`src/hw/rtl/assert_macros.svh`:
```
// Assertion macros shared by the set membership table RTL.
// Depends on nothing; included by the modules that carry checks.
`ifndef ASSERT_MACROS_SVH
`define ASSERT_MACROS_SVH

// Property holds at every edge outside reset.
`define SMT_ASSERT(lbl, clk, rst_n, prop, msg) \
	lbl: assert property (@(posedge clk) disable iff (!rst_n) (prop)) else $error(msg);

// Antecedent implies consequent in the same cycle.
`define SMT_ASSERT_IMP(lbl, clk, rst_n, ante, cons, msg) \
	lbl: assert property (@(posedge clk) disable iff (!rst_n) (ante) |-> (cons)) else $error(msg);

// Antecedent implies consequent in the following cycle.
`define SMT_ASSERT_NEXT(lbl, clk, rst_n, ante, cons, msg) \
	lbl: assert property (@(posedge clk) disable iff (!rst_n) (ante) |=> (cons)) else $error(msg);

`endif

```
`src/hw/rtl/smt_pkg.sv`:
```
// Package for the set membership table: beat types, command codes, probe token.
// Depends on nothing; used by smt_cell and set_membership_table_top.
package smt_pkg;

	localparam int Capacity  = 64;
	localparam int ValueBits = 32;

	localparam int CmdBits       = 2;
	localparam int ReqValueBits  = 32;
	localparam int RespCountBits = 7;

	localparam logic [CmdBits-1:0] CmdAdd    = 2'd0;
	localparam logic [CmdBits-1:0] CmdRemove = 2'd1;
	localparam logic [CmdBits-1:0] CmdQuery  = 2'd2;

	typedef struct packed {
		logic [CmdBits-1:0]             cmd;
		logic signed [ReqValueBits-1:0] value;
	} req_t;

	typedef struct packed {
		logic                     success;
		logic                     full_rejected;
		logic [RespCountBits-1:0] count;
		logic                     is_empty;
	} resp_t;

	// Token handed from cell to cell during a scan.
	typedef struct packed {
		logic active;
		logic hit;   // a valid entry matching the key lies upstream
		logic free;  // an invalid entry lies upstream
	} probe_t;

	// Broadcast from the controller to every cell at the end of a scan.
	typedef struct packed {
		logic add;
		logic remove;
	} commit_t;

endpackage

```
`src/hw/rtl/smt_cell.sv`:
```
// One table entry of the set membership table: value, valid bit, scan flags.
// Depends on smt_pkg and assert_macros.svh.
`include "assert_macros.svh"

module smt_cell #(
	parameter int VALUE_BITS = smt_pkg::ValueBits
) (
	input  logic                  clk,
	input  logic                  arst_n,
	input  logic [VALUE_BITS-1:0] key,
	input  smt_pkg::probe_t       probe_in,
	input  smt_pkg::commit_t      commit,
	output smt_pkg::probe_t       probe_out
);
	import smt_pkg::*;

	logic [VALUE_BITS-1:0] value_q;
	logic                  valid_q;
	logic                  match_q;
	logic                  cand_q;
	probe_t                probe_q;

	logic match_now;

	assign match_now = valid_q && (value_q == key);
	assign probe_out = probe_q;

	always_ff @(posedge clk or negedge arst_n) begin
		if (!arst_n) begin
			valid_q <= 1'b0;
			match_q <= 1'b0;
			cand_q  <= 1'b0;
			probe_q <= '0;
		end else begin
			probe_q.active <= probe_in.active;
			if (probe_in.active) begin
				match_q      <= match_now;
				// lowest free entry: free here and nothing free upstream
				cand_q       <= !valid_q && !probe_in.free;
				probe_q.hit  <= probe_in.hit || match_now;
				probe_q.free <= probe_in.free || !valid_q;
			end
			if (commit.add && cand_q) begin
				valid_q <= 1'b1;
			end else if (commit.remove && match_q) begin
				valid_q <= 1'b0;
			end
		end
	end

	always_ff @(posedge clk) begin
		if (commit.add && cand_q) begin
			value_q <= key;
		end
	end

	`SMT_ASSERT(a_cand_match_excl, clk, arst_n, !(cand_q && match_q), "cell both candidate and match")
	`SMT_ASSERT_IMP(a_add_into_free, clk, arst_n, commit.add && cand_q, !valid_q, "add into an occupied cell")
	`SMT_ASSERT_IMP(a_remove_valid, clk, arst_n, commit.remove && match_q, valid_q, "remove from an empty cell")

endmodule

```
`src/hw/rtl/set_membership_table_top.sv`:
```
// Each request (add, remove or query of one value) is answered by one response beat.
// After acceptance a request goes through these steps before the next request can be
// accepted: a register launches a probe token, the token walks the row of CAPACITY
// entry cells one cell per cycle, the scan outcome is latched, then the change is
// committed and the response register loaded. req_stall is high while a
// request is in flight; a response waiting on rsp_stall does not block acceptance,
// but the following request holds at its commit until the output frees.
// Values compare on their low VALUE_BITS bits. Adding a value not yet present to a full table sets full_rejected.
// Depends on smt_pkg, smt_cell and assert_macros.svh.
`include "assert_macros.svh"

module set_membership_table_top #(
	parameter int CAPACITY   = smt_pkg::Capacity,
	parameter int VALUE_BITS = smt_pkg::ValueBits
) (
	input  logic           clk,
	input  logic           arst_n,
	input  logic           req_valid,
	output logic           req_stall,
	input  smt_pkg::req_t  req,
	output logic           rsp_valid,
	input  logic           rsp_stall,
	output smt_pkg::resp_t rsp
);
	import smt_pkg::*;

	localparam int CntBits = $clog2(CAPACITY + 1);

	typedef enum logic [2:0] {
		ST_IDLE = 3'b001,
		ST_SCAN = 3'b010,
		ST_DONE = 3'b100
	} state_t;

	state_t                state_q;
	logic [CmdBits-1:0]    cmd_q;
	logic [VALUE_BITS-1:0] key_q;
	logic                  launch_q;
	logic                  hit_q;
	logic                  free_q;
	logic [CntBits-1:0]    count_q;
	logic                  rsp_valid_q;
	resp_t                 rsp_q;

	probe_t  probe [CAPACITY+1];
	commit_t commit;

	logic               accept;
	logic               out_free;
	logic               fire;
	logic               success;
	logic               full;
	logic [CntBits-1:0] count_next;

	assign req_stall = (state_q != ST_IDLE);
	assign accept    = req_valid && !req_stall;
	assign out_free  = !rsp_valid_q || !rsp_stall;
	assign fire      = (state_q == ST_DONE) && out_free;

	assign probe[0] = '{active: launch_q, hit: 1'b0, free: 1'b0};

	for (genvar i = 0; i < CAPACITY; i++) begin : g_cell
		smt_cell #(
			.VALUE_BITS(VALUE_BITS)
		) u_cell (
			.clk      (clk),
			.arst_n   (arst_n),
			.key      (key_q),
			.probe_in (probe[i]),
			.commit   (commit),
			.probe_out(probe[i+1])
		);
	end

	assign commit.add    = fire && (cmd_q == CmdAdd) && !hit_q && free_q;
	assign commit.remove = fire && (cmd_q == CmdRemove) && hit_q;

	always_comb begin
		success    = 1'b0;
		full       = 1'b0;
		count_next = count_q;
		case (cmd_q)
			CmdAdd: begin
				success = !hit_q && free_q;
				full    = !hit_q && !free_q;
				if (!hit_q && free_q) begin
					count_next = count_q + CntBits'(1);
				end
			end
			CmdRemove: begin
				success = hit_q;
				if (hit_q) begin
					count_next = count_q - CntBits'(1);
				end
			end
			CmdQuery: begin
				success = hit_q;
			end
			default: begin
				success = 1'b0;
			end
		endcase
	end

	always_ff @(posedge clk or negedge arst_n) begin
		if (!arst_n) begin
			state_q     <= ST_IDLE;
			launch_q    <= 1'b0;
			count_q     <= '0;
			rsp_valid_q <= 1'b0;
		end else begin
			launch_q <= accept;
			if (fire) begin
				rsp_valid_q <= 1'b1;
			end else if (!rsp_stall) begin
				rsp_valid_q <= 1'b0;
			end
			case (state_q)
				ST_IDLE: begin
					if (accept) begin
						state_q <= ST_SCAN;
					end
				end
				ST_SCAN: begin
					if (probe[CAPACITY].active) begin
						state_q <= ST_DONE;
					end
				end
				ST_DONE: begin
					// hold until the response register is free
					if (out_free) begin
						count_q <= count_next;
						state_q <= ST_IDLE;
					end
				end
				default: begin
					state_q <= ST_IDLE;
				end
			endcase
		end
	end

	always_ff @(posedge clk) begin
		if (accept) begin
			cmd_q <= req.cmd;
			key_q <= VALUE_BITS'($unsigned(req.value));
		end
		if (probe[CAPACITY].active) begin
			hit_q  <= probe[CAPACITY].hit;
			free_q <= probe[CAPACITY].free;
		end
		if (fire) begin
			rsp_q.success       <= success;
			rsp_q.full_rejected <= full;
			rsp_q.count         <= RespCountBits'(count_next);
			rsp_q.is_empty      <= (count_next == '0);
		end
	end

	assign rsp_valid = rsp_valid_q;
	assign rsp       = rsp_q;

	`SMT_ASSERT(a_count_range, clk, arst_n, count_q <= CntBits'(CAPACITY),
		"element count above capacity")
	`SMT_ASSERT(a_commit_excl, clk, arst_n, !(commit.add && commit.remove),
		"add and remove committed together")
	`SMT_ASSERT_IMP(a_token_in_scan, clk, arst_n, probe[CAPACITY].active,
		state_q == ST_SCAN, "probe left the chain outside a scan")
	`SMT_ASSERT_NEXT(a_fire_to_rsp, clk, arst_n, fire,
		rsp_valid_q && (state_q == ST_IDLE), "commit did not load a response")

endmodule
```
`config.mk`:
```
export PLATFORM = sky130hd
export DESIGN_NAME = set_membership_table_top
export DESIGN_NICKNAME = d
export VERILOG_FILES = /design/src/hw/rtl/smt_pkg.sv /design/src/hw/rtl/smt_cell.sv /design/src/hw/rtl/set_membership_table_top.sv
export VERILOG_INCLUDE_DIRS = /design/src /design/src/hw/rtl
export SDC_FILE = /design/constraint.sdc
export NUM_CORES = 2
export LEC_CHECK = 0
export BUFFER_PORTS_ARGS = -buffer_cell sky130_fd_sc_hd__buf_4
export CAP_MARGIN = 20
export CORE_ASPECT_RATIO = 2
export CORE_MARGIN = 1.5
export CORE_UTILIZATION = 60
export CTS_CLUSTER_DIAMETER = 60
export DETAILED_ROUTE_END_ITERATION = 16
export PLACE_DENSITY = 0.76
export REMOVE_ABC_BUFFERS = 1
export SYNTH_ARGS = -nofsm -noshare
export SYNTH_HDL_FRONTEND = slang
export SYNTH_HIERARCHICAL = 1
export SYNTH_SLANG_ARGS = --single-unit
```
`constraint.sdc`:
```
create_clock -name clk -period 6.67 [get_ports clk]
set_clock_uncertainty 0.1 [all_clocks]
set_input_delay 1.0005 -clock clk [delete_from_list [all_inputs] [get_ports clk]]
set_output_delay 1.0005 -clock clk [all_outputs]
set_load 0.05 [all_outputs]
```
**Word-level counts from Yosys, hierarchy flattened**

Index checks and enable logic that the tools add are counted.

- Bits of input ports: 38
- Register bits after elaboration: 2488
- Output and inout bits: 12
- Logic and storage cells: 1264

- Reduce and logical (&&, ||, !) cells: 592
- Equality and inequality tests: 74
- Muxes and demuxes: 138
- $add $sub $neg: 2

Operator list:

| cell | count |
|---|---|
| $eq 32x32->1 | 64 |
| $logic_and 1x1->1 | 264 |
| $logic_not 1->1 | 132 |
| $mux 1 | 130 |
| $reduce_bool 2->1 | 64 |
| $logic_or 1x1->1 | 127 |
| $mux 7 | 2 |
| $pmux 7 s2 | 1 |
| $mux 3 | 3 |
| $pmux 3 s3 | 1 |
| $add 7x1->7 const B | 1 |
| $logic_not 7->1 | 1 |
| $sub 7x1->7 const B | 1 |
| $ne 2x1->1 const B | 2 |
| $ne 2x2->1 const B | 2 |
| $eq 3x1->1 const B | 1 |
| $eq 3x2->1 const B | 1 |
| $eq 3x3->1 const B | 1 |
| $ne 3x1->1 const B | 1 |
| $reduce_and 3->1 | 1 |
| $eq 2x1->1 const B | 1 |
| $eq 2x2->1 const B | 1 |
| $logic_not 2->1 | 1 |
| $pmux 1 s2 | 1 |
| 2 further kinds | 2 |

**Longest topological paths before layout**

- Depth after elaboration: 8
- Mapped depth: 8
- Depth with buffers taken out: 7

**Modules after synthesis**

The synthesis kept the hierarchy.

By module, submodules not included:

| module | area an instance (µm²) | cells an instance | instances |
|---|---|---|---|
| smt_cell | 1540.2 | 94 | 64 |
| set_membership_table_top | 2399.8 | 160 | 1 |

**Worst setup path before layout**

No wires, ideal clock.

- Kind: reg-to-reg
- Start: register key_q[18]
- End: register g_cell[0].u_cell.match_q
- Stages on the path, launching flop included: 6
- Slack: 2.552 ns
- Period minus slack after synthesis: 4.118 ns
- Buffers on the path: 0
- Data required time: 6.496 ns
- Data arrival time: 3.944 ns
- Library setup time: 0.074 ns
- Cells stage by stage: edfxtp_1 xor2_1 nor4_1 nand3_1 or4_4 o21ai_2

- Longest elaborated chain between the ends: 2

RTL lines:

| item | line | source |
|---|---|---|
| start, declared | set_membership_table_top.sv:37 | `logic [VALUE_BITS-1:0] key_q;` |
| start signal, assigned | set_membership_table_top.sv:146 | `key_q <= VALUE_BITS'($unsigned(req.value));` |
| $eq 32x32->1 | smt_cell.sv:25 | `assign match_now = valid_q && (value_q == key);` |
| $logic_and 1x1->1 | smt_cell.sv:25 |  |
| end signal, assigned | smt_cell.sv:37 | `match_q <= match_now;` |
| end, declared | smt_cell.sv:19 | `logic match_q;` |

Every way passes these cells.
A chain may end at the register's enable or synchronous reset.

==> reports/results.ini <==
[pwr]
leakage_nw=40.2
p_per_area_nw_per_um2=259
p_switching_w=0.00548
seq_power_share_pct=57.4
p_sw_share_pct=18.8
ir_drop_mv=0.199
pwr-share-comb_pct=0.4
internal_power_w=0.0236
pwr-share-clk_pct=42.2
power_w=0.0291

[placement]
dpl-instance-area_um2=106000
place_inst=8510
dp_hpwl_um=113000
port_buffers=49
place_congestion=0.790

[floorplanning]
num_rows=212
io_pins=50
dieWidth_um=293
core_um2=167000
die_h_um=583
dieArea_um2=171000
initial_core_util_pct=60.5

[critical_path]
cpPeakStageDelay_ns=0.65
critPathSlowestCell=and2_1
r2r_slack_ns=3.26
r2r_start=cmd_q[0]$_DFFE_PP_
worstSetupPathType=reg2reg
arrival_ns=3.85
r2r-end=g_cell[8].u_cell/value_q[13]$_DFFE_PP_
end_kind=register
crit_required_ns=7.11
start_kind=register
worstPathMaxFanout=33
path_cells=inv_1, ha_1, nand3b_1, nor2_4, buf_12, and2_1, buf_4
reg2reg_depth=7

[timing]
max_freq_mhz=293
fin_crit_ns=3.41
hold_viol=0
slew_viol_final=0
tns_ns=0
finalSetupViolations=0
slew_headroom_pct=26.3
fin_crit_sh_pct=51.1
tightest_slew_ns=1.11
rsz0062_at_grt=no

[global_routing]
grt_max_degree=145
antenna_found_initial=2
overflow=0
grt_usage_pct=26.5
grt_pass1_wl_um=339000
grt_pass1_vias=55500

[final_layout]
mostFrequentLayoutCells=edfxtp_1, xor2_1, dfrtp_1
final-instance-count-excl-fill=8883
drive_gt1_share_pct=10.8
final_common_cell=edfxtp_1
fin_area_um2=112000
nets=6620
syn_to_final_growth_pct=11.3

[clocking]
cts_buffer_depth=4
postCtsSetupRepairBufs=0
cts-root-buf=clkbuf_16
cts_hold_buf=0
cts-buffers-inserted=205
cts.sinks=2490
clkTransAtPathRegs_ns=0.07
h-tree-depth=4
cts_tree=done
clk_latency_ns=0.85
cts_resized=0

[logic_synthesis]
synth-edff-count=2094
ys_async_sr_fraction_pct=15.9
ys_ff_latch=2490
yosysWarnings=6
synth.avg_cell_area_um2=16.3
synth_cells=6176
synthFlopType=edfxtp_1
ys_seq_area_share_pct=72.1
synthDistinctLibCells=54
netlist_area_um2=101000

[hold_path]
hold_class=in2async

[drt]
wl_per_cell_um=25.3
dr.pass1.iters=5
via_count=53000
finalWirelength_um=224000
postRouteAntennaNets=0
vias_per_cell=5.96
drc=0
first_iter_violations=4528

[flow_run]
maxCapViolations=0

[run_status]
status=completed

[metrics by stage]
| step | hold WS (ns) | util (%) | setup slack [ns] |
|---|---|---|---|
| 5_1_grt | 0.0925 | 67.3 | 2.99 |
| 2_1_floorplan | 0.324 | - | 2.55 |
| 6_report | 0.0325 | 67.3 | 3.26 |
| 3_3_place_gp | 0.334 | 63.2 | 3.02 |
| 3_5_place_dp | 0.350 | 63.2 | 2.97 |
| 4_1_cts | 0.0654 | 67.3 | 3.24 |
[sequential cells by signal (all words and copies together), names as in the netlist, 2 cells and up]
name                     flops
g_cell.u_cell/value_q     2048
rsp                         10
state_q                      3
g_cell.u_cell/probe_out    192
g_cell.u_cell/valid_q       64
key_q                       32
g_cell.u_cell/match_q       64
count_q                      7
g_cell.u_cell/cand_q        64
cmd_q                        2
[cell families (layout without fill, tap and decap cells)]
logic type | after synthesis | in the layout | share of synthesized area, %
DFF | 2490 | 2490 | 72.1
xor gates and xnor gates | 2054 | 2054 | 17.8
and+or+nand+nor | 1139 | 1139 | 6.49
AOI/OAI and AO/OA | 212 | 212 | 1.57
buffers and inverters | 141 | 705 | 0.550
muxes | 134 | 134 | 1.42
adders and majority gates | 5 | 5 | 0.0620
other | 1 | 4 | 0.00371
[layer usage]
metal | GRT usage, % | wire, µm | up-vias
li1 | - | - | 23400
met1 | 33.5 | 88200 | 27700
met2 | 47.2 | 117000 | 1461
met3 | 2.68 | 10300 | 412
met4 | 10.1 | 8480 | 0
met5 | 0 | 0 | -
[critical path, delay by kind of cell (launching register included)]
family / cells / cell delay (ns)
simple gates: 3 / 1.40
flops: 1 / 0.42
buf+inv: 3 / 0.77
fa+ha+maj: 1 / 0.34
[synthesized netlist by cell type, types with 2 or more instances]
library cell,count,area [µm²]
a22oi_1,2,15.0
o21ai_2,64,561
xor2_1,1732,15200
edfxtp_1,2094,62900
a31oi_1,65,407
o21ai_0,2,10.0
nand2_2,2,12.5
and3b_1,3,26.3
nand4_1,131,820
ha_1,5,62.6
nor3_1,65,325
nand3_1,129,646
o21ai_1,4,20.0
nor2_1,138,518
mux2_2,68,766
dfrtp_1,395,9880
nor2b_1,3,18.8
a21oi_1,3,15.0
and2_1,65,407
nor4_1,384,2400
xnor2_1,322,2820
nand3b_1,2,15.0
or4_4,64,721
inv_1,135,507
nand2b_1,3,18.8
mux2i_1,65,651
a21o_1,65,488
nand2_1,140,526
[final cells by class]
class | count | area (µm²)
timing repair buffer | 197 | 1890
clock inverter | 96 | 973
sequential | 2490 | 72800
fill | 10800 | 54500
tap | 2140 | 2680
multi-input combinational | 3547 | 27700
inverter | 136 | 510
antenna | 1 | 2.50
clock buffer | 276 | 5870
[worst max-delay path by stage]
stage                   startpoint                                 endpoint  cells after the start
2_1_floorplan  key_q[18]$_DFFE_PP_     g_cell[0].u_cell/match_q$_DFFE_PN0P_                      5
3_3_place_gp             rsp_stall   g_cell[8].u_cell/value_q[22]$_DFFE_PP_                      7
3_5_place_dp             rsp_stall   g_cell[8].u_cell/value_q[31]$_DFFE_PP_                      7
4_1_cts         cmd_q[0]$_DFFE_PP_   g_cell[8].u_cell/value_q[22]$_DFFE_PP_                      7
5_1_grt         cmd_q[0]$_DFFE_PP_  g_cell[45].u_cell/value_q[15]$_DFFE_PP_                      7
6_report        cmd_q[0]$_DFFE_PP_   g_cell[8].u_cell/value_q[13]$_DFFE_PP_                      7
[power groups by stage]
stage	combinational, W	clock, W	sequential (W)
2_1_floorplan	0.0000372	0	0.0170
3_3_place_gp	0.000112	0	0.0170
3_5_place_dp	0.000117	0	0.0170
4_1_cts	0.000119	0.0125	0.0167
5_1_grt	0.000133	0.0130	0.0167
6_report	0.000115	0.0123	0.0167
No activity file was read; power rests on OpenSTA's default activity.
